**config.mk**
```make
export PLATFORM = sky130hd
export DESIGN_NAME = obl_queue
export DESIGN_NICKNAME = d
export VERILOG_FILES = /design/src/hw/rtl/obl_pkg.sv /design/src/hw/rtl/obl_queue.sv
export SDC_FILE = /design/constraint.sdc
export NUM_CORES = 1
export LEC_CHECK = 0
export ABC_CLOCK_PERIOD_IN_PS = 14600
export BUFFER_PORTS_ARGS = -buffer_cell sky130_fd_sc_hd__buf_2
export CAP_MARGIN = 0
export CORE_MARGIN = 3
export CORE_UTILIZATION = 57
export CTS_CLUSTER_DIAMETER = 120
export DETAILED_ROUTE_END_ITERATION = 6
export GPL_TIMING_DRIVEN = 0
export PLACE_DENSITY = 0.85
export SYNTH_ARGS = -nofsm -noshare
export SYNTH_HDL_FRONTEND = slang
export SYNTH_SLANG_ARGS = --single-unit
```
**constraint.sdc**
```tcl
create_clock -name clk -period 14.6 [get_ports clk]
set_clock_uncertainty 0.15 [all_clocks]
set_input_delay 1.46 -clock clk [delete_from_list [all_inputs] [get_ports clk]]
set_output_delay 1.46 -clock clk [all_outputs]
set_load 0.02 [all_outputs]
```
**src/hw/rtl/obl_pkg.sv**
```systemverilog
// Shared types and codes for the order book level table.
// Used by obl_front, obl_queue, obl_back and the top level; no dependencies.
package obl_pkg;

    // Port widths
    localparam int IN_DATA_W  = 104;
    localparam int IN_USER_W  = 2;
    localparam int OUT_DATA_W = 64;

    // Short queue between front and back
    localparam int QDEPTH = 2;
    localparam int QAW    = 1;

    // Operation codes on the input
    localparam logic [1:0] FN_INSERT = 2'd0;
    localparam logic [1:0] FN_CANCEL = 2'd1;
    localparam logic [1:0] FN_FILL   = 2'd2;

    // Status codes
    localparam logic [2:0] ST_OK      = 3'd0;
    localparam logic [2:0] ST_UNKNOWN = 3'd1;
    localparam logic [2:0] ST_OVERFILL = 3'd2;
    localparam logic [2:0] ST_DUP     = 3'd3;
    localparam logic [2:0] ST_FULL    = 3'd4;

    // Order states
    localparam logic [1:0] OS_RESTING  = 2'd0;
    localparam logic [1:0] OS_PARTIAL  = 2'd1;
    localparam logic [1:0] OS_FILLED   = 2'd2;
    localparam logic [1:0] OS_CANCELED = 2'd3;

    typedef enum logic [1:0] {
        KD_INSERT,
        KD_CANCEL,
        KD_FILL,
        KD_NOP
    } kind_t;

    typedef struct packed {
        kind_t       kind;
        logic [31:0] order_id;
        logic        side;
        logic [31:0] price;
        logic [31:0] quantity;
    } item_t;

    typedef struct packed {
        logic [6:0]  side_levels;
        logic [9:0]  level_orders;
        logic [5:0]  level_position;
        logic [31:0] qty_left;
        logic [1:0]  order_state;
        logic [2:0]  status;
    } result_t;

    typedef enum logic [1:0] {
        MD_REPORT,
        MD_INSERT,
        MD_DROP
    } mode_t;

    typedef enum logic [3:0] {
        BS_CLEAR,
        BS_IDLE,
        BS_SCAN,
        BS_DECIDE,
        BS_LRD,
        BS_LCHK,
        BS_APPLY,
        BS_SURD,
        BS_SUWR,
        BS_SDRD,
        BS_SDWR,
        BS_FIN
    } bstate_t;

endpackage

```
**src/hw/rtl/obl_queue.sv**
```systemverilog
// Short queue of classified items between front and back.
// Depends on obl_pkg.
module obl_queue
(
    input  logic           clk,
    input  logic           rst_n,
    input  logic           push,
    input  obl_pkg::item_t push_item,
    output logic           push_ready,
    input  logic           pop,
    output logic           pop_valid,
    output obl_pkg::item_t pop_item
);

    obl_pkg::item_t             mem_reg [obl_pkg::QDEPTH];
    logic [obl_pkg::QAW-1:0]    wp_reg, wp_next, rp_reg, rp_next;
    logic [obl_pkg::QAW:0]      cnt_reg, cnt_next;

    assign push_ready = (cnt_reg != (obl_pkg::QAW+1)'(obl_pkg::QDEPTH));
    assign pop_valid  = (cnt_reg != '0);
    assign pop_item   = mem_reg[rp_reg];

    // Advance pointers and fill count
    always_comb
    begin
        wp_next  = wp_reg;
        rp_next  = rp_reg;
        cnt_next = cnt_reg;
        if (push)
        begin
            wp_next = wp_reg + 1'b1;
        end
        if (pop && pop_valid)
        begin
            rp_next = rp_reg + 1'b1;
        end
        if (push && !(pop && pop_valid))
        begin
            cnt_next = cnt_reg + 1'b1;
        end
        else if (!push && pop && pop_valid)
        begin
            cnt_next = cnt_reg - 1'b1;
        end
    end

    always_ff @(posedge clk or negedge rst_n)
    begin
        if (!rst_n)
        begin
            wp_reg  <= '0;
            rp_reg  <= '0;
            cnt_reg <= '0;
        end
        else
        begin
            wp_reg  <= wp_next;
            rp_reg  <= rp_next;
            cnt_reg <= cnt_next;
        end
    end

    // Store pushed items
    always_ff @(posedge clk)
    begin
        if (push)
        begin
            mem_reg[wp_reg] <= push_item;
        end
    end

endmodule

```
---- Yosys cells after proc, flatten, opt, wreduce, memory -nomap -nowiden ----
Memories as Yosys holds them, arrays and structs flattened.
Index checks and enable logic that the tools add are counted.
word-level totals
  memories kept ........................... 1
  RAM bits ................................ 198
  output and inout bits ................... 101
  bits in registers ....................... 4
  input bits .............................. 103
  logic and storage cells ................. 21
memories
  name     words  width  rd ports  clocked after memory_dff  write ports  line             RTL
  mem_reg  2      99     1         0                         1            obl_queue.sv:15  obl_pkg::item_t mem_reg [obl_pkg::QDEPTH];
cells by class
  eq/ne operators ......................... 1
  muxes and demuxes ....................... 4
  add/sub/neg operators ................... 4
  reductions and logical operators ........ 8
operator list
  operator               number
  $logic_and A1 B1 Y1    4
  $mux W2                2
  $reduce_bool A2 Y1     2
  $add A1 B1 Y1 const B  2
  $add A2 B1 Y2 const B  1
  $logic_not A1 Y1       2
  $mux W1                2
  $ne A2 B2 Y1 const B   1
  $sub A2 B1 Y2 const B  1

---- Depth between registers and ports, before layout ----
  depth after elaboration ................. 5
  depth in mapped cells ................... 3
  gate-level depth less buffers ........... 3

---- Worst setup path before layout ----
Ideal clock, no wire load.
  path type ............................... in2reg
  start ................................... in push
  end ..................................... mem mem_reg[0][0] (netlist bit) (enable)
  library setup time ...................... 569 ps
  arrival ................................. 5769 ps
  required time ........................... 13881 ps
  cell stages on the path ................. 1
  path buffers ............................ 0
  setup slack ............................. 8111 ps
  path through ............................ nor2b_1
between the ends
  word-level cells in the longest chain between the ends .. 2
ends and longest elaborated chain
  item                           line             RTL
  start: declaration             obl_queue.sv:7   input logic push,
  $mux W1                        obl_queue.sv:66  if (push)
  $mux W1 (implied by the code)  obl_queue.sv:68  mem_reg[wp_reg] <= push_item;
  end: declaration               obl_queue.sv:15
No other way between the ends.

==> key figures <==
Run status
  • Status: finished, final reports clean

Critical path
  • FF-to-FF setup slack: between 10,000 and 15,000 ps
  • Setup crit end kind: output pin
  • Critical path class: reg2out
  • Reg2Reg Depth: 2
  • R2R Path End: mem_reg[1][45]$_DFFE_PP_
  • Crit start category: flop
  • WP data arrival: between 1500 and 2000 ps
  • R2r startpoint: wp_reg$_DFFE_PN0P_
  • Peak fanout along the critical path: 10
  • WP data required: between 10,000 and 15,000 ps

Drt
  • Initial DRC count: roughly 250
  • Drt pass-1 iters: 4
  • Routed wire per std cell: 18.93 um
  • Vias post-DR: ~3,800
  • Via density: 5.084
  • Antenna-violating nets left: 0
  • WL final: around 14,000 um
  • Post-route DRC: 0

Final layout
  • Post-route cell area: roughly 0.0099 mm2
  • Layout cells sized above 1: around 62%
  • Register area: just over 0.006 mm2
  • Filler Cell Count: 781
  • Layout area overhead: 25.88%
  • Diodes inserted: 0
  • Area of the multi-input gates: ~0.0016 mm2
  • Max FFs per register: a little under 200
  • Final net count: about 660

GRT
  • GR Layer Usage met2: a little under a third
  • Grt peak-use layer: met2
  • Total track usage: 17.93%
  • Met1 Track Usage GR: around 21%
  • First-pass GRT wire length: 20,850 um
  • Pin count of the biggest net entering global routing: 60
  • Total grt overflow: 0
  • Vias in the first global route: between 4,000 and 5,000
  • Initial antenna violation count: 0
  • GR Util met3: ~6.2%

Logic synthesis
  • Async SR Flop Fraction: approximately 2%
  • Ys Warns: 0
  • Synthesized flop and latch total: just over 200
  • Mapped Cells: roughly 330
  • Post-synthesis mux area share: approximately a fifth
  • Synth Flop Type: edfxtp_1
  • Simple-gate area share of the yosys netlist: less than 1%
  • Area leader, netlist: edfxtp_1
  • Register area share after synthesis: between 70% and 80%
  • Syn_nets: 431
  • Synth top cells by count: edfxtp_1, mux2_4, buf_12
  • Post-synthesis xor/xnor area fraction: less than 1%
  • Largest family of logic cells by synthesized area: multiplexers
  • Synth Cell Area: around 0.0078 mm2
  • Top post-synthesis cells by area: edfxtp_1, mux2_4, buf_12, dfrtp_1, xor2_1
  • Avg Cell Area, Syn: approximately 24 um2
  • Most numerous cell in the Yosys netlist: edfxtp_1
  • Compound-gate portion of the synthesized area: 0.1276%
  • Synth unique cells: 17
  • Number of synthesized flops with an enable pin: slightly below 200
  • Area share of fa/ha/maj cells after synthesis: 0%
  • Top-area cell type share of the netlist area: approximately three quarters

Power
  • Static Leak: ~4.0 nW
  • Combinational share of power: 36.8%
  • VDD IR max: 135.1 uV
  • Switching pwr: between 0.0006 and 0.0007 W
  • Clock power frac: between 20% and 30%
  • Reg power frac: 38.9%
  • Power per cell area: between 200 and 250 mW/mm2
  • Cell Int Power: ~0.0014 W
  • Switch share: a little under a third

Timing
  • Measured slew at the worst slew-check pin: 603.5 ps
  • Final hold vios: 0
  • Peak Freq: 298.6 MHz
  • Final Setup Violations: 0
  • Fin worst setup slack: around 11,000 ps
  • Final worst-path cycle share: a little under a quarter
  • Min Tclk post-route: between 3000 and 4000 ps
  • RSZ-0062 raised after global routing: false
  • Slew Viols, Final: 0
  • Slew HR: between 50% and 60%
  • Setup TNS: 0 ps

CTS
  • Clock-pin slew on the worst setup and hold paths: roughly 60 ps
  • CTS tree: yes
  • Maximum clock path buffer count: 3
  • Hold-fix buffer count after cts: 0
  • Post-CTS sizing: 0
  • Clk root buf: clkbuf_16
  • TritonCTS buffer count: 21
  • Htree depth: 1
  • Clk Latency, worst-skew pair: around 470 ps
  • Post-CTS setup buffers: 0
  • Clk sinks: approximately 200

Min path
  • HP Start: wp_reg$_DFFE_PN0P_
  • Worst Hold Depth: 1
  • Hold Crit Class: reg2reg
  • Hold EP: wp_reg$_DFFE_PN0P_

Place
  • DP Area: approximately 0.0092 mm2
  • Number of port buffers: ~200
  • GP Congestion: 0.7183
  • Post-place setup slack: 11,500 ps
  • Post-DP HPWL: about 10000 um

Flow run
  • Max cap viols: 0

Floorplanning
  • Core Box Area: ~0.013 mm2
  • Io pins: approximately 200
  • Rows: between 40 and 50
  • Die X: 123.3 um
  • Initial Util: 58.78%
  • Die ar.: about 0.015 mm2
  • Die height: 123.3 um
==> stage by stage <==
stage | cells | power (W) | hold slack, ps | utilization [%]
finish | 748 | 0.002059 | 401.5 | 74.00
global route | 748 | 0.002151 | 438.5 | 74.00
CTS | 748 | 0.002084 | 405.6 | 74.00
detailed placement | 712 | 0.001580 | 397.0 | 69.09
global placement | 707 | 0.001557 | 317.2 | 68.04
floorplan | 328 | 0.001374 | 303.1 | -
==> routing by layer <==
layer	up-vias	share of wire, %
li1	1763	-
met3	17	9.3
met1	1863	38
met5	-	0
met2	160	51
met4	0	1.3
==> area by class of cell <==
cell class	count	area share, %
Sequential cell	202	61.21
Timing Repair Buffer	208	11.60
Inverter	1	0.03800
Tap cell	176	2.230
Clock inverter	15	1.305
Clock buffer	21	5.320
Multi-Input combinational cell	114	16.15
Buffer	11	2.141
==> worst max path at each step <==
stage | startpoint | to | slack, ps | depth (start not counted)
after floorplan | push | mem_reg[0][0]$_DFFE_PP_ | 8110 | 1
after global placement | push | mem_reg[0][98]$_DFFE_PP_ | 5820 | 2
after detailed placement | push | mem_reg[1][86]$_DFFE_PP_ | 11500 | 3
after CTS | rp_reg$_DFFE_PN0P_ | pop_item[63] | 11230 | 4
after global routing | rp_reg$_DFFE_PN0P_ | pop_item[80] | 11190 | 4
final | rp_reg$_DFFE_PN0P_ | pop_item[47] | 11250 | 4
==> logic make-up after synthesis <==
logic type | after synthesis
compound gates | 2
xor+xnor | 3
buf+inv | 12
flops | 202
mux | 100
simple gates | 9
==> layout by cell type, fill, tap and decap left out, types with 2 or more instances in the layout <==
cell type / n
buf_2: 203
edfxtp_1: 198
mux2_4: 99
clkbuf_16: 21
buf_12: 11
clkinv_1: 5
clkinvlp_4: 4
clkinv_2: 4
dfrtp_1: 4
buf_16: 4
nand2b_1: 2
nand2_1: 2
xor2_1: 2
a21oi_1: 2
bufinv_16: 2
==> power by group through the flow <==
stage	clock network, W	registers [W]	logic [W]
after global routing	0.000540	0.000810	0.000801
after floorplan	0	0.000816	0.000557
after CTS	0.000511	0.000802	0.000770
after detailed placement	0	0.000813	0.000767
final	0.000500	0.000801	0.000759
after global placement	0	0.000827	0.000730
==> worst max-delay path, stage by stage, from the launching register on <==
cell	delay, ps
dfrtp_1	340
buf_6	260
buf_12	190
mux2_4	310
buf_2	170
Power figures use the tool's default switching activity.
