--- src/hw/rtl/obl_pkg.sv ---
// Shared types and codes for the order book level table.
// Used by obl_front, obl_queue, obl_back and the top level; no dependencies.
package obl_pkg;

    // Port widths
    localparam int IN_DATA_W  = 104;
    localparam int IN_USER_W  = 2;
    localparam int OUT_DATA_W = 64;

    // Short queue between front and back
    localparam int QDEPTH = 2;
    localparam int QAW    = 1;

    // Operation codes on the input
    localparam logic [1:0] FN_INSERT = 2'd0;
    localparam logic [1:0] FN_CANCEL = 2'd1;
    localparam logic [1:0] FN_FILL   = 2'd2;

    // Status codes
    localparam logic [2:0] ST_OK      = 3'd0;
    localparam logic [2:0] ST_UNKNOWN = 3'd1;
    localparam logic [2:0] ST_OVERFILL = 3'd2;
    localparam logic [2:0] ST_DUP     = 3'd3;
    localparam logic [2:0] ST_FULL    = 3'd4;

    // Order states
    localparam logic [1:0] OS_RESTING  = 2'd0;
    localparam logic [1:0] OS_PARTIAL  = 2'd1;
    localparam logic [1:0] OS_FILLED   = 2'd2;
    localparam logic [1:0] OS_CANCELED = 2'd3;

    typedef enum logic [1:0] {
        KD_INSERT,
        KD_CANCEL,
        KD_FILL,
        KD_NOP
    } kind_t;

    typedef struct packed {
        kind_t       kind;
        logic [31:0] order_id;
        logic        side;
        logic [31:0] price;
        logic [31:0] quantity;
    } item_t;

    typedef struct packed {
        logic [6:0]  side_levels;
        logic [9:0]  level_orders;
        logic [5:0]  level_position;
        logic [31:0] qty_left;
        logic [1:0]  order_state;
        logic [2:0]  status;
    } result_t;

    typedef enum logic [1:0] {
        MD_REPORT,
        MD_INSERT,
        MD_DROP
    } mode_t;

    typedef enum logic [3:0] {
        BS_CLEAR,
        BS_IDLE,
        BS_SCAN,
        BS_DECIDE,
        BS_LRD,
        BS_LCHK,
        BS_APPLY,
        BS_SURD,
        BS_SUWR,
        BS_SDRD,
        BS_SDWR,
        BS_FIN
    } bstate_t;

endpackage

--- src/hw/rtl/obl_front.sv ---
// Front end: accepts input items, classifies the operation and hands them on.
// Depends on obl_pkg.
module obl_front
(
    input  logic                        clk,
    input  logic                        rst_n,
    input  logic                        enable,
    input  logic                        s_tvalid,
    output logic                        s_tready,
    input  logic [obl_pkg::IN_DATA_W-1:0] s_tdata,
    input  logic [obl_pkg::IN_USER_W-1:0] s_tuser,
    output logic                        push,
    output obl_pkg::item_t              push_item,
    input  logic                        push_ready
);

    logic           v_reg, v_next;
    obl_pkg::item_t item_reg;
    obl_pkg::kind_t kind;

    // Classify the operation code
    always_comb
    begin
        unique case (s_tuser)
            obl_pkg::FN_INSERT: kind = obl_pkg::KD_INSERT;
            obl_pkg::FN_CANCEL: kind = obl_pkg::KD_CANCEL;
            obl_pkg::FN_FILL:   kind = obl_pkg::KD_FILL;
            default:            kind = obl_pkg::KD_NOP;
        endcase
    end

    assign push      = v_reg && push_ready;
    assign push_item = item_reg;
    assign s_tready  = enable && (!v_reg || push_ready);

    always_comb
    begin
        v_next = v_reg;
        if (push)
        begin
            v_next = 1'b0;
        end
        if (s_tvalid && s_tready)
        begin
            v_next = 1'b1;
        end
    end

    // Hold the valid flag
    always_ff @(posedge clk or negedge rst_n)
    begin
        if (!rst_n)
        begin
            v_reg <= 1'b0;
        end
        else
        begin
            v_reg <= v_next;
        end
    end

    // Capture the classified item
    always_ff @(posedge clk)
    begin
        if (s_tvalid && s_tready)
        begin
            item_reg.kind     <= kind;
            item_reg.order_id <= s_tdata[31:0];
            item_reg.side     <= s_tdata[32];
            item_reg.price    <= s_tdata[64:33];
            item_reg.quantity <= s_tdata[96:65];
        end
    end

endmodule

--- config.mk ---
export PLATFORM = sky130hd
export DESIGN_NAME = obl_front
export DESIGN_NICKNAME = d
export VERILOG_FILES = /design/src/hw/rtl/obl_pkg.sv /design/src/hw/rtl/obl_front.sv
export SDC_FILE = /design/constraint.sdc
export NUM_CORES = 1
export LEC_CHECK = 0
export BUFFER_PORTS_ARGS = -buffer_cell sky130_fd_sc_hd__buf_2
export CORE_ASPECT_RATIO = 0.8
export CORE_UTILIZATION = 40
export DETAILED_ROUTE_END_ITERATION = 16
export MAX_ROUTING_LAYER = met4
export PLACE_DENSITY = 0.78
export SLEW_MARGIN = 10
export SYNTH_ARGS = -nofsm -noshare
export SYNTH_HDL_FRONTEND = slang
export SYNTH_SLANG_ARGS = --single-unit
--- constraint.sdc ---
create_clock -name clk -period 3.4 [get_ports clk]
set_input_delay 0.68 -clock clk [delete_from_list [all_inputs] [get_ports clk]]
set_output_delay 0.68 -clock clk [all_outputs]
set_load 0.05 [all_outputs]
Yosys cells after proc, flatten, opt, wreduce, memory -nomap -nowiden
Cells that the tools add are included.
{ "op_classes": {"add_sub_neg": 0, "mul": 0, "n_div": 0, "magnitude_cmp": 0, "n_eq_ne": 2, "n_shift": 0, "n_mux": 3, "bitwise_logic": 0, "n_reduce_logical": 7} }
{ "ops": {"columns": ["operator", "n"], "rows": [
  ["one-hot mux 2 bit (3 select lines)", 1],
  ["logical AND 1 bit", 3],
  ["== test 2 x 1 -> 1 bit, second input constant", 1],
  ["== test 2 bit, second input constant", 1],
  ["zero test 2 bit", 1],
  ["2-to-1 mux 1 bit", 2],
  ["nonzero test 2 bit", 1],
  ["zero test 1 bit", 1],
  ["logical OR 1 bit", 1]
]} }
{ "word_totals": {"reg_bits": 100, "latch_bits": 0, "ramBits": 0, "rom_bits": 0, "in_bits": 111, "output_inout_bits": 101, "wordCells": 18, "n_memories": 0} }

Depth between registers and ports, before layout
Gate-level depths: netlist (run 1).
{ "logic_depth": {"depth_word": 5, "depth_mapped": 2, "ltp_nobuf": 2} }

Worst setup path before layout (run 1)
OpenSTA, ideal clock, no wires.
{ "synth_timing": {"path_type": "input-to-reg", "startpoint": "input push_ready", "endpoint": "register item_reg, in the netlist push_item[0] (enable)", "setup_ps": 425, "arrival_ps": 2294, "required_time_ps": 2975, "slack_ps": 682, "stages": 2, "path_buffers": 0, "cell_sequence": "nand2b_4 nor2b_4"} }
{ "synth_between": {"elab_chain_cells": 3} }
{ "synth_rtl": {"columns": ["item", "line_no", "rtl"], "rows": [
  ["start: declaration", "obl_front.sv:14", "input logic push_ready"],
  ["logical OR 1 bit", "obl_front.sv:34", "assign s_tready = enable && (!v_reg || push_ready);"],
  ["logical AND 1 bit", "obl_front.sv:34", null],
  ["logical AND 1 bit", "obl_front.sv:65", "if (s_tvalid && s_tready)"],
  ["end: declaration", "obl_front.sv:18", "obl_pkg::item_t item_reg;"]
]} }
No other way between the ends.
A chain may end at the register's enable or synchronous reset.

Worst setup path in the final report (run 1)
{ "layout_timing": {"startpoint": "input push_ready", "endpoint": "output s_tready"} }
{ "layout_between": {"elab_chain_cells": 2} }
{ "layout_rtl": {"columns": ["item", "line_no", "rtl"], "rows": [
  ["logical OR 1 bit", "obl_front.sv:34", null],
  ["logical AND 1 bit", "obl_front.sv:34", null],
  ["end: declaration", "obl_front.sv:9", "output logic s_tready,"]
]} }
No other way between the ends.

==> impl_metrics.py, run 1 <==
metrics = {
    "floorplan": {
        "die_area_um2": 7997,
        "die_w_um": 99.74,
        "start_util_pct": 41.35,
        "core_area_um2": 7392,
        "num_io_pins": 212,
        "rows": 28,
        "fp.dieH_um": 80.19,
    },
    "setup_path": {
        "reg2reg_depth": 3,
        "start_kind": "primary input",
        "cp.arrival_ps": 1260,
        "cp_slowest_stage_delay_ps": 200,
        "crit_type": "in -> out",
        "slowest_stage": "buf_2",
        "worst-path-max-fanout": 3,
        "path_cells": "buf_2 > nand2b_4 > and2_4 > buf_2",
        "end_kind": "output pin",
        "critPathRequiredTime_ps": 2720,
        "cpMostUsedCell": "buf_2",
    },
    "cts": {
        "clockBufferDepth": 2,
        "post_cts_buffers": 0,
        "clk_latency_ps": 340,
        "holdBufCountCts": 0,
        "cts_buffers": 9,
        "clkTransAtPathRegs_ps": 90,
        "root_buffer": "clkbuf_8",
        "htreeDepth": 3,
        "cts-resized-gates": 0,
        "cts.sinks": 100,
        "cts_tree": "yes",
    },
    "power": {
        "vdd_drop_max_uv": 300.4,
        "p_per_area_nw_per_um2": 552.1,
        "p_leak_nw": 1.872,
    },
    "timing": {
        "fin_crit_sh_pct": 57.15,
        "slew_viol_final": 0,
        "maxSlewHeadroom_pct": 58.93,
        "rsz0062_at_grt": "no",
        "final_hold_viol_count": 0,
        "skew_ps": 7.384,
        "period_minus_slack_ps": 1943,
        "tns_ps": 0,
        "setup_violations": 0,
        "clock.fmax_mhz": 514.7,
        "worst_pin_slew_ps": 616.1,
    },
    "final_layout": {
        "fin_nets": 434,
        "nFillCells": 594,
        "drive_gt1_share_pct": 68.60,
        "largest_register_ffs": 99,
        "final_util_pct": 59.53,
        "syn_to_final_growth_pct": 43.96,
        "final_area_um2": 4400,
        "antenna_cells": 0,
    },
    "detailed_routing": {
        "drt-pass1-iter-count": 4,
        "via_per_inst": 4.289,
        "wire_per_inst_um": 14.76,
        "vias": 1857,
        "wirelength_mm": 6.393,
        "ant_nets": 0,
        "drt-initial-drc-count": 58,
        "drc": 0,
    },
    "global_routing": {
        "antenna_found_initial": 0,
        "grt_start_max_net_pins": 51,
        "grt-ovfl-total": 0,
        "grt_pass1_vias": 1786,
        "grt_pass1_wl_mm": 8.845,
        "track_usage_pct": 15.93,
    },
    "run_status": {
        "outcome": "completed",
    },
    "synthesis": {
        "synth_fp_nets": 219,
        "netlist_area_um2": 3057,
        "seq_area_frac_synth_pct": 98.08,
        "ys_ff_latch": 100,
        "yosys_warnings": 0,
        "yosysUniqueCellTypes": 8,
        "syn_avg_cell_area_um2": 28.30,
        "netlist_instances": 108,
    },
    "flow_run": {
        "cap_violations": 0,
    },
    "placement": {
        "place_congestion": 0.6764,
        "portBuffers": 204,
        "placed_area_um2": 4217,
    },
    "min_path": {
        "hold_class": "in -> async",
    },
}
==> critical path: cells and delay by family <==
family	cells	cell delay, ps
buffers and inverters	2	300
and+or+nand+nor	2	280
==> placed cells by master, fill, tap and decap left out <==
master,instances
and2_2,1
and2_4,1
buf_2,204
buf_4,2
clkbuf_1,1
clkbuf_8,9
clkinv_4,2
clkinvlp_4,1
dfrtp_1,1
edfxtp_1,99
inv_6,1
inv_8,2
nand2_1,2
nand2b_4,1
nor2b_4,1
==> power breakdown <==
part	internal [mW]	switching, mW	leakage [nW]
Combinational	0.0781	0.232	0.847
Sequential	1.42	0.0120	0.934
Clock	0.282	0.408	0.0909
Total	1.78	0.652	1.87
==> Yosys cell counts (all sizes together) <==
library cell / n / area share [%]
and2: 2 / 0.53
edfxtp: 99 / 97
nand2b: 1 / 0.45
nor2b: 1 / 0.45
clkbuf: 2 / 0.25
dfrtp: 1 / 0.82
nand2: 2 / 0.25
==> metal layers <==
| metal | wire length (µm) | up-vias | GRT usage (%) |
|---|---|---|---|
| li1 | - | 857 | - |
| met1 | 2310 | 879 | 16.71 |
| met2 | 3482 | 115 | 28.07 |
| met3 | 554 | 6 | 5.483 |
| met4 | 46 | 0 | 5.735 |
| met5 | 0 | - | - |
==> cell type report <==
cell class | count | area [µm²] | share of cell area [%]
sequential | 100 | 2998 | 68.13
timing repair buffer | 206 | 1036 | 23.54
tap | 105 | 131.4 | 2.985
clock inverter | 6 | 56.30 | 1.279
clock buffer | 10 | 127.6 | 2.900
multi-input combinational | 6 | 51.30 | 1.166
==> final timing paths <==
kind / from / to / slack [ps]
setup reg to reg: v_reg$_DFFE_PN0P_ / push_item[62]$_DFFE_PP_ / 1860
hold / removal: rst_n / v_reg$_DFFE_PN0P_ / 90
setup / recovery: push_ready / s_tready / 1460
hold reg to reg: v_reg$_DFFE_PN0P_ / v_reg$_DFFE_PN0P_ / 550
max in group asynchronous: rst_n / v_reg$_DFFE_PN0P_ / 3230
min in group clk: s_tdata[96] / push_item[31]$_DFFE_PP_ / 500
==> logic make-up after synthesis <==
group / after synthesis / synth area share [%]
flip-flops: 100 / 98.08
AND/OR/NAND/NOR: 6 / 1.678
buffers and inverters: 2 / 0.2457
==> stage by stage <==
| stage | power, mW | cells | worst slack [ps] | hold WS [ps] |
|---|---|---|---|---|
| 3_3_place_gp | 1.764 | 417 | 1459 | 457.7 |
| 6_report | 2.429 | 433 | 1457 | 88.68 |
| 4_1_cts | 2.466 | 433 | 1457 | 64.18 |
| 3_5_place_dp | 1.771 | 417 | 1458 | 459.8 |
| 5_1_grt | 2.520 | 433 | 1417 | 53.03 |
| 2_1_floorplan | 1.664 | 108 | 681.6 | 384.4 |
No activity file was read; power rests on OpenSTA's default activity.
==> run 2: changes to the inputs <==
- CORE_UTILIZATION: 40 -> 37
- PLACE_DENSITY: 0.78 -> 0.76
- clock period: 3.4 -> 1.7 ns (I/O delays scaled with it)
==> run 2 against run 1 <==
Effect of this change:
- die area rose by 7.9%
- count of clock-buffer cells in the layout fell by 1
- power rose by 110%
- largest power group unchanged
- highest routed layer unchanged
==> impl_metrics.py, run 2 (same netlist as run 1, synthesis figures left out) <==
metrics = {
    "run_status": {
        "outcome": "completed",
    },
    "setup_path": {
        "crit_type": "reg -> out",
        "start_kind": "register",
        "slowest_stage": "dfrtp_1",
        "critical_path_buf_inv_count": 1,
        "end_kind": "output pin",
        "path_cells": "nand2b_4 > and2_4 > buf_2",
        "cp.arrival_ps": 1230,
        "path_delay_family": "flip-flops",
        "worst-path-max-fanout": 3,
        "critPathRequiredTime_ps": 1360,
        "cp_slowest_stage_delay_ps": 420,
    },
    "power": {
        "seqPwrFrac_pct": 56.5,
        "p_per_area_nw_per_um2": 1131,
        "comb_power_share_pct": 12.5,
        "clkPwrFrac_pct": 31.0,
        "intPower_mw": 3.717,
        "vdd_drop_max_uv": 647.6,
        "swShare_pct": 26.48,
        "p_sw_mw": 1.339,
        "p_leak_nw": 1.897,
    },
    "cts": {
        "htreeDepth": 3,
        "cts_buffers": 9,
        "holdBufCountCts": 1,
        "clockBufferDepth": 2,
        "cts-resized-gates": 0,
        "clkTransAtPathRegs_ps": 100,
        "post_cts_buffers": 0,
        "cts_tree": "yes",
        "root_buffer": "clkbuf_8",
        "clk_latency_ps": 350,
        "cts.sinks": 100,
    },
    "final_layout": {
        "mostFrequentLayoutCells": "buf_2, edfxtp_1, clkbuf_8",
        "final_area_um2": 4471,
        "antenna_cells": 0,
        "fin_nets": 435,
        "final_common_cell": "buf_2",
        "fin_cells": 437,
        "largest_register_ffs": 99,
        "drive_gt1_share_pct": 68.69,
        "syn_to_final_growth_pct": 46.25,
        "nFillCells": 671,
    },
    "timing": {
        "final_hold_viol_count": 0,
        "setup_violations": 0,
        "maxSlewHeadroom_pct": 82.80,
        "fin_crit_sh_pct": 92.55,
        "skew_ps": 9.351,
        "slew_viol_final": 0,
        "worst_pin_slew_ps": 258.1,
        "clock.fmax_mhz": 635.6,
        "fin_ws_ps": 126.6,
        "period_minus_slack_ps": 1573,
        "tns_ps": 0,
        "rsz0062_at_grt": "no",
        "hold_slack_ps": 148.7,
    },
    "global_routing": {
        "antenna_found_initial": 0,
        "track_usage_pct": 14.93,
        "grt-ovfl-total": 0,
        "grt_start_max_net_pins": 51,
        "grt_pass1_vias": 1964,
        "grt_pass1_wl_mm": 9.280,
    },
    "floorplan": {
        "fp.dieH_um": 83.30,
        "num_io_pins": 212,
        "die_area_um2": 8631,
        "die_w_um": 103.6,
        "rows": 29,
        "start_util_pct": 38.29,
        "core_area_um2": 7983,
    },
    "detailed_routing": {
        "ant_nets": 0,
        "wire_per_inst_um": 14.26,
        "wl_met2_mm": 3.100,
        "drt-initial-drc-count": 63,
        "top_layer": "met4",
        "drt-met1-wl_mm": 2.365,
        "drt-pass1-iter-count": 4,
        "met3_length_um": 635,
        "wirelength_mm": 6.233,
        "via_per_inst": 4.275,
        "drc": 0,
        "vias": 1868,
    },
    "placement": {
        "place_congestion": 0.7458,
        "dp_slack_ps": 330.0,
        "placed_area_um2": 4245,
        "dpl.hpwl_mm": 4.691,
        "portBuffers": 204,
        "placedCellCount": 420,
    },
    "flow_run": {
        "cap_violations": 0,
    },
    "min_path": {
        "hold_class": "in -> reg",
    },
}
[run 2: cell count changes in the layout (fill, tap and decap cells not counted)]
cell,delta
buf_4,-2
inv_8,-1
clkbuf_1,-1
dlygate4sd3_1,+1
clkinv_4,-2
buf_12,+2
bufinv_16,+1
inv_6,+2
clkinv_8,+1
[run 2: area by class of cell]
| class | count | area, µm² | area share, % |
|---|---|---|---|
| Clock buffer | 9 | 123.9 | 2.771 |
| Sequential cell | 100 | 2998 | 67.06 |
| Tap cell | 108 | 135.1 | 3.023 |
| Multi-Input combinational cell | 6 | 51.30 | 1.147 |
| Timing Repair Buffer | 207 | 1071 | 23.96 |
| Clock inverter | 7 | 91.34 | 2.043 |
[run 2: layer usage]
layer | global-route usage (%) | up-vias
met5 | - | -
met3 | 6.279 | 15
met1 | 15.65 | 873
met4 | 6.061 | 0
li1 | - | 859
met2 | 24.95 | 121
[run 2: worst paths after layout]
check | start | endpoint | slack (ps) | depth (start not counted)
max | v_reg$_DFFE_PN0P_ | s_tready | 130 | 3
min | s_tdata[20] | push_item[85]$_DFFE_PP_ | 150 | 1
max reg2reg | v_reg$_DFFE_PN0P_ | push_item[84]$_DFFE_PP_ | 390 | 3
min reg2reg | v_reg$_DFFE_PN0P_ | v_reg$_DFFE_PN0P_ | 550 | 2
max in group asynchronous | rst_n | v_reg$_DFFE_PN0P_ | 1350 | 2
min in group asynchronous | rst_n | v_reg$_DFFE_PN0P_ | 270 | 2
[run 2: worst reg2reg max path, stage by stage (launching register included)]
cell and delay [ps]:
dfrtp_1 420, nand2b_4 90, nor2b_4 200, buf_12 280
[run 2: per-stage QoR]
step	power [mW]	util [%]
2_1_floorplan	3.327	-
3_3_place_gp	3.535	53.18
3_5_place_dp	3.550	53.18
4_1_cts	5.126	56.00
5_1_grt	5.231	56.00
6_report	5.056	56.00
[run 2: power by group through the flow]
stage / Sequential (mW) / Clock, mW / Combinational [mW]
detailed placement: 2.91 / 0 / 0.636
CTS: 2.86 / 1.63 / 0.638
floorplan: 3.27 / 0 / 0.0612
global placement: 2.91 / 0 / 0.624
global route: 2.87 / 1.71 / 0.658
finish: 2.86 / 1.57 / 0.631
==> run 3: changes to the inputs <==
- CORE_ASPECT_RATIO: 0.8 -> 1.2
==> run 3 against run 2 <==
Effect of this change:
- count of clock-buffer cells in the layout grew 1
- critical path depth is the same
- die area is essentially flat
- wire length up 1.2%
- critical endpoint unchanged
- power is 3.6% lower
- final area shrank 1.2%
- sequential cell count unchanged
- final cell count is 3.7% lower
- largest power group unchanged
- via count decreased by 0.80%
- register-to-register slack barely moved
- the run now ends with design-rule violations left
- global-route usage decreased by 0.42 points
- sequential share of layout area rose by 0.80 points
==> impl_metrics.py, run 3 (same netlist as run 1, synthesis figures left out) <==
metrics = {
    "final_layout": {
        "fin_nets": 435,
        "fin_cells": 421,
        "nFillCells": 619,
        "syn_to_final_growth_pct": 44.54,
        "mostFrequentLayoutCells": "buf_2, edfxtp_1, clkbuf_8",
        "drive_gt1_share_pct": 68.39,
        "final_common_cell": "buf_2",
        "largest_register_ffs": 99,
        "antenna_cells": 0,
    },
    "run_status": {
        "outcome": "finished, violations left",
        "violations": "design-rule violations",
    },
    "global_routing": {
        "grt_pass1_vias": 1807,
        "grt_start_max_net_pins": 52,
        "antenna_found_initial": 0,
        "track_usage_pct": 14.51,
        "grt-ovfl-total": 0,
        "grt_pass1_wl_mm": 8.569,
    },
    "min_path": {
        "hold_class": "in -> reg",
        "hold_path.startpoint": "s_tdata[41]",
    },
    "setup_path": {
        "cp.arrival_ps": 1220,
        "start_kind": "register",
        "crit_type": "reg -> out",
        "r2r_start": "v_reg$_DFFE_PN0P_",
        "critPathRequiredTime_ps": 1360,
        "worstSetupStartpoint": "v_reg$_DFFE_PN0P_",
        "worst-path-max-fanout": 3,
        "end_kind": "output pin",
    },
    "detailed_routing": {
        "wire_per_inst_um": 14.99,
        "ant_nets": 0,
        "drt-pass1-iter-count": 9,
        "vias": 1853,
        "wirelength_mm": 6.309,
        "drt-initial-drc-count": 67,
        "via_per_inst": 4.401,
        "drc": 13,
    },
    "cts": {
        "root_buffer": "clkbuf_8",
        "clk_latency_ps": 360,
        "clkTransAtPathRegs_ps": 110,
        "clockBufferDepth": 2,
        "cts_tree": "yes",
        "htreeDepth": 3,
        "cts.sinks": 100,
        "cts_buffers": 9,
    },
    "power": {
        "p_leak_nw": 1.879,
        "p_per_area_nw_per_um2": 1103,
        "vdd_drop_max_uv": 602.9,
    },
    "placement": {
        "dp_slack_ps": 317.5,
        "dpl.hpwl_mm": 4.863,
        "portBuffers": 204,
        "placedCellCount": 404,
        "place_congestion": 0.7051,
    },
    "timing": {
        "tns_ps": 0,
        "worst_pin_slew_ps": 264.7,
        "fin_ws_ps": 135.9,
        "maxSlewHeadroom_pct": 82.36,
        "slew_viol_final": 0,
        "clock.fmax_mhz": 639.3,
        "skew_ps": 11.82,
        "rsz0062_at_grt": "no",
        "setup_violations": 0,
        "period_minus_slack_ps": 1564,
        "fin_crit_sh_pct": 92.01,
        "final_hold_viol_count": 0,
    },
    "floorplan": {
        "rows": 35,
        "core_area_um2": 7839,
        "fp.dieH_um": 101.6,
        "die_area_um2": 8630,
        "die_w_um": 84.97,
        "num_io_pins": 212,
        "start_util_pct": 38.99,
    },
    "flow_run": {
        "cap_violations": 0,
    },
}
-- run 3: path summary, 6_finish.rpt --
path,end,slack [ps],cells after the start
worst min-delay path,push_item[40]$_DFFE_PP_,140,1
worst max register to register,push_item[98]$_DFFE_PP_,390,3
worst min register to register,v_reg$_DFFE_PN0P_,540,2
min in group asynchronous,v_reg$_DFFE_PN0P_,280,2
max in group asynchronous,v_reg$_DFFE_PN0P_,1340,2
worst max-delay path,s_tready,140,3
-- run 3: power breakdown --
part / switching [mW] / internal [mW]
Combinational: 0.466 / 0.165
Sequential: 0.0236 / 2.83
Clock: 0.823 / 0.561
Total: 1.31 / 3.56
-- run 3: what timing repair did --
action	4_1_cts	5_1_grt
hold endpoints to repair	1	0
endpoints found under the setup margin	0	0
setup buffers	0	0
resized for setup	0	0
hold buffers	1	0
-- run 3: layout make-up --
| type | count | area [µm²] | share of cell area [%] |
|---|---|---|---|
| clock buffer | 10 | 127.6 | 2.889 |
| tap | 92 | 115.1 | 2.605 |
| sequential | 100 | 2998 | 67.86 |
| timing repair buffer | 207 | 1071 | 24.24 |
| multi-input combinational | 6 | 51.30 | 1.161 |
| clock inverter | 6 | 55.05 | 1.246 |
-- run 3: metal layers --
layer / up-vias / global-route usage (%) / share of wire, %
li1: 858 / - / -
met4: 0 / 8.214 / 1.6
met5: - / - / 0
met3: 6 / 4.564 / 8.4
met1: 878 / 15.40 / 37
met2: 111 / 24.07 / 53
-- run 3: worst max-delay path: stages, from the launching register on --
cell	delay, ps
dfrtp_1	420
nand2b_4	80
and2_4	130
buf_2	250
-- run 3: metrics by stage --
step           hold WS, ps  utilization (%)  cell area [µm²]  power [mW]
2_1_floorplan        44.41                -             3057       3.327
3_3_place_gp         115.1            53.90             4225       3.539
3_5_place_dp         118.2            53.90             4225       3.552
4_1_cts              128.1            56.36             4418       4.926
5_1_grt              111.1            56.36             4418       5.049
6_report             143.4            56.36             4418       4.872
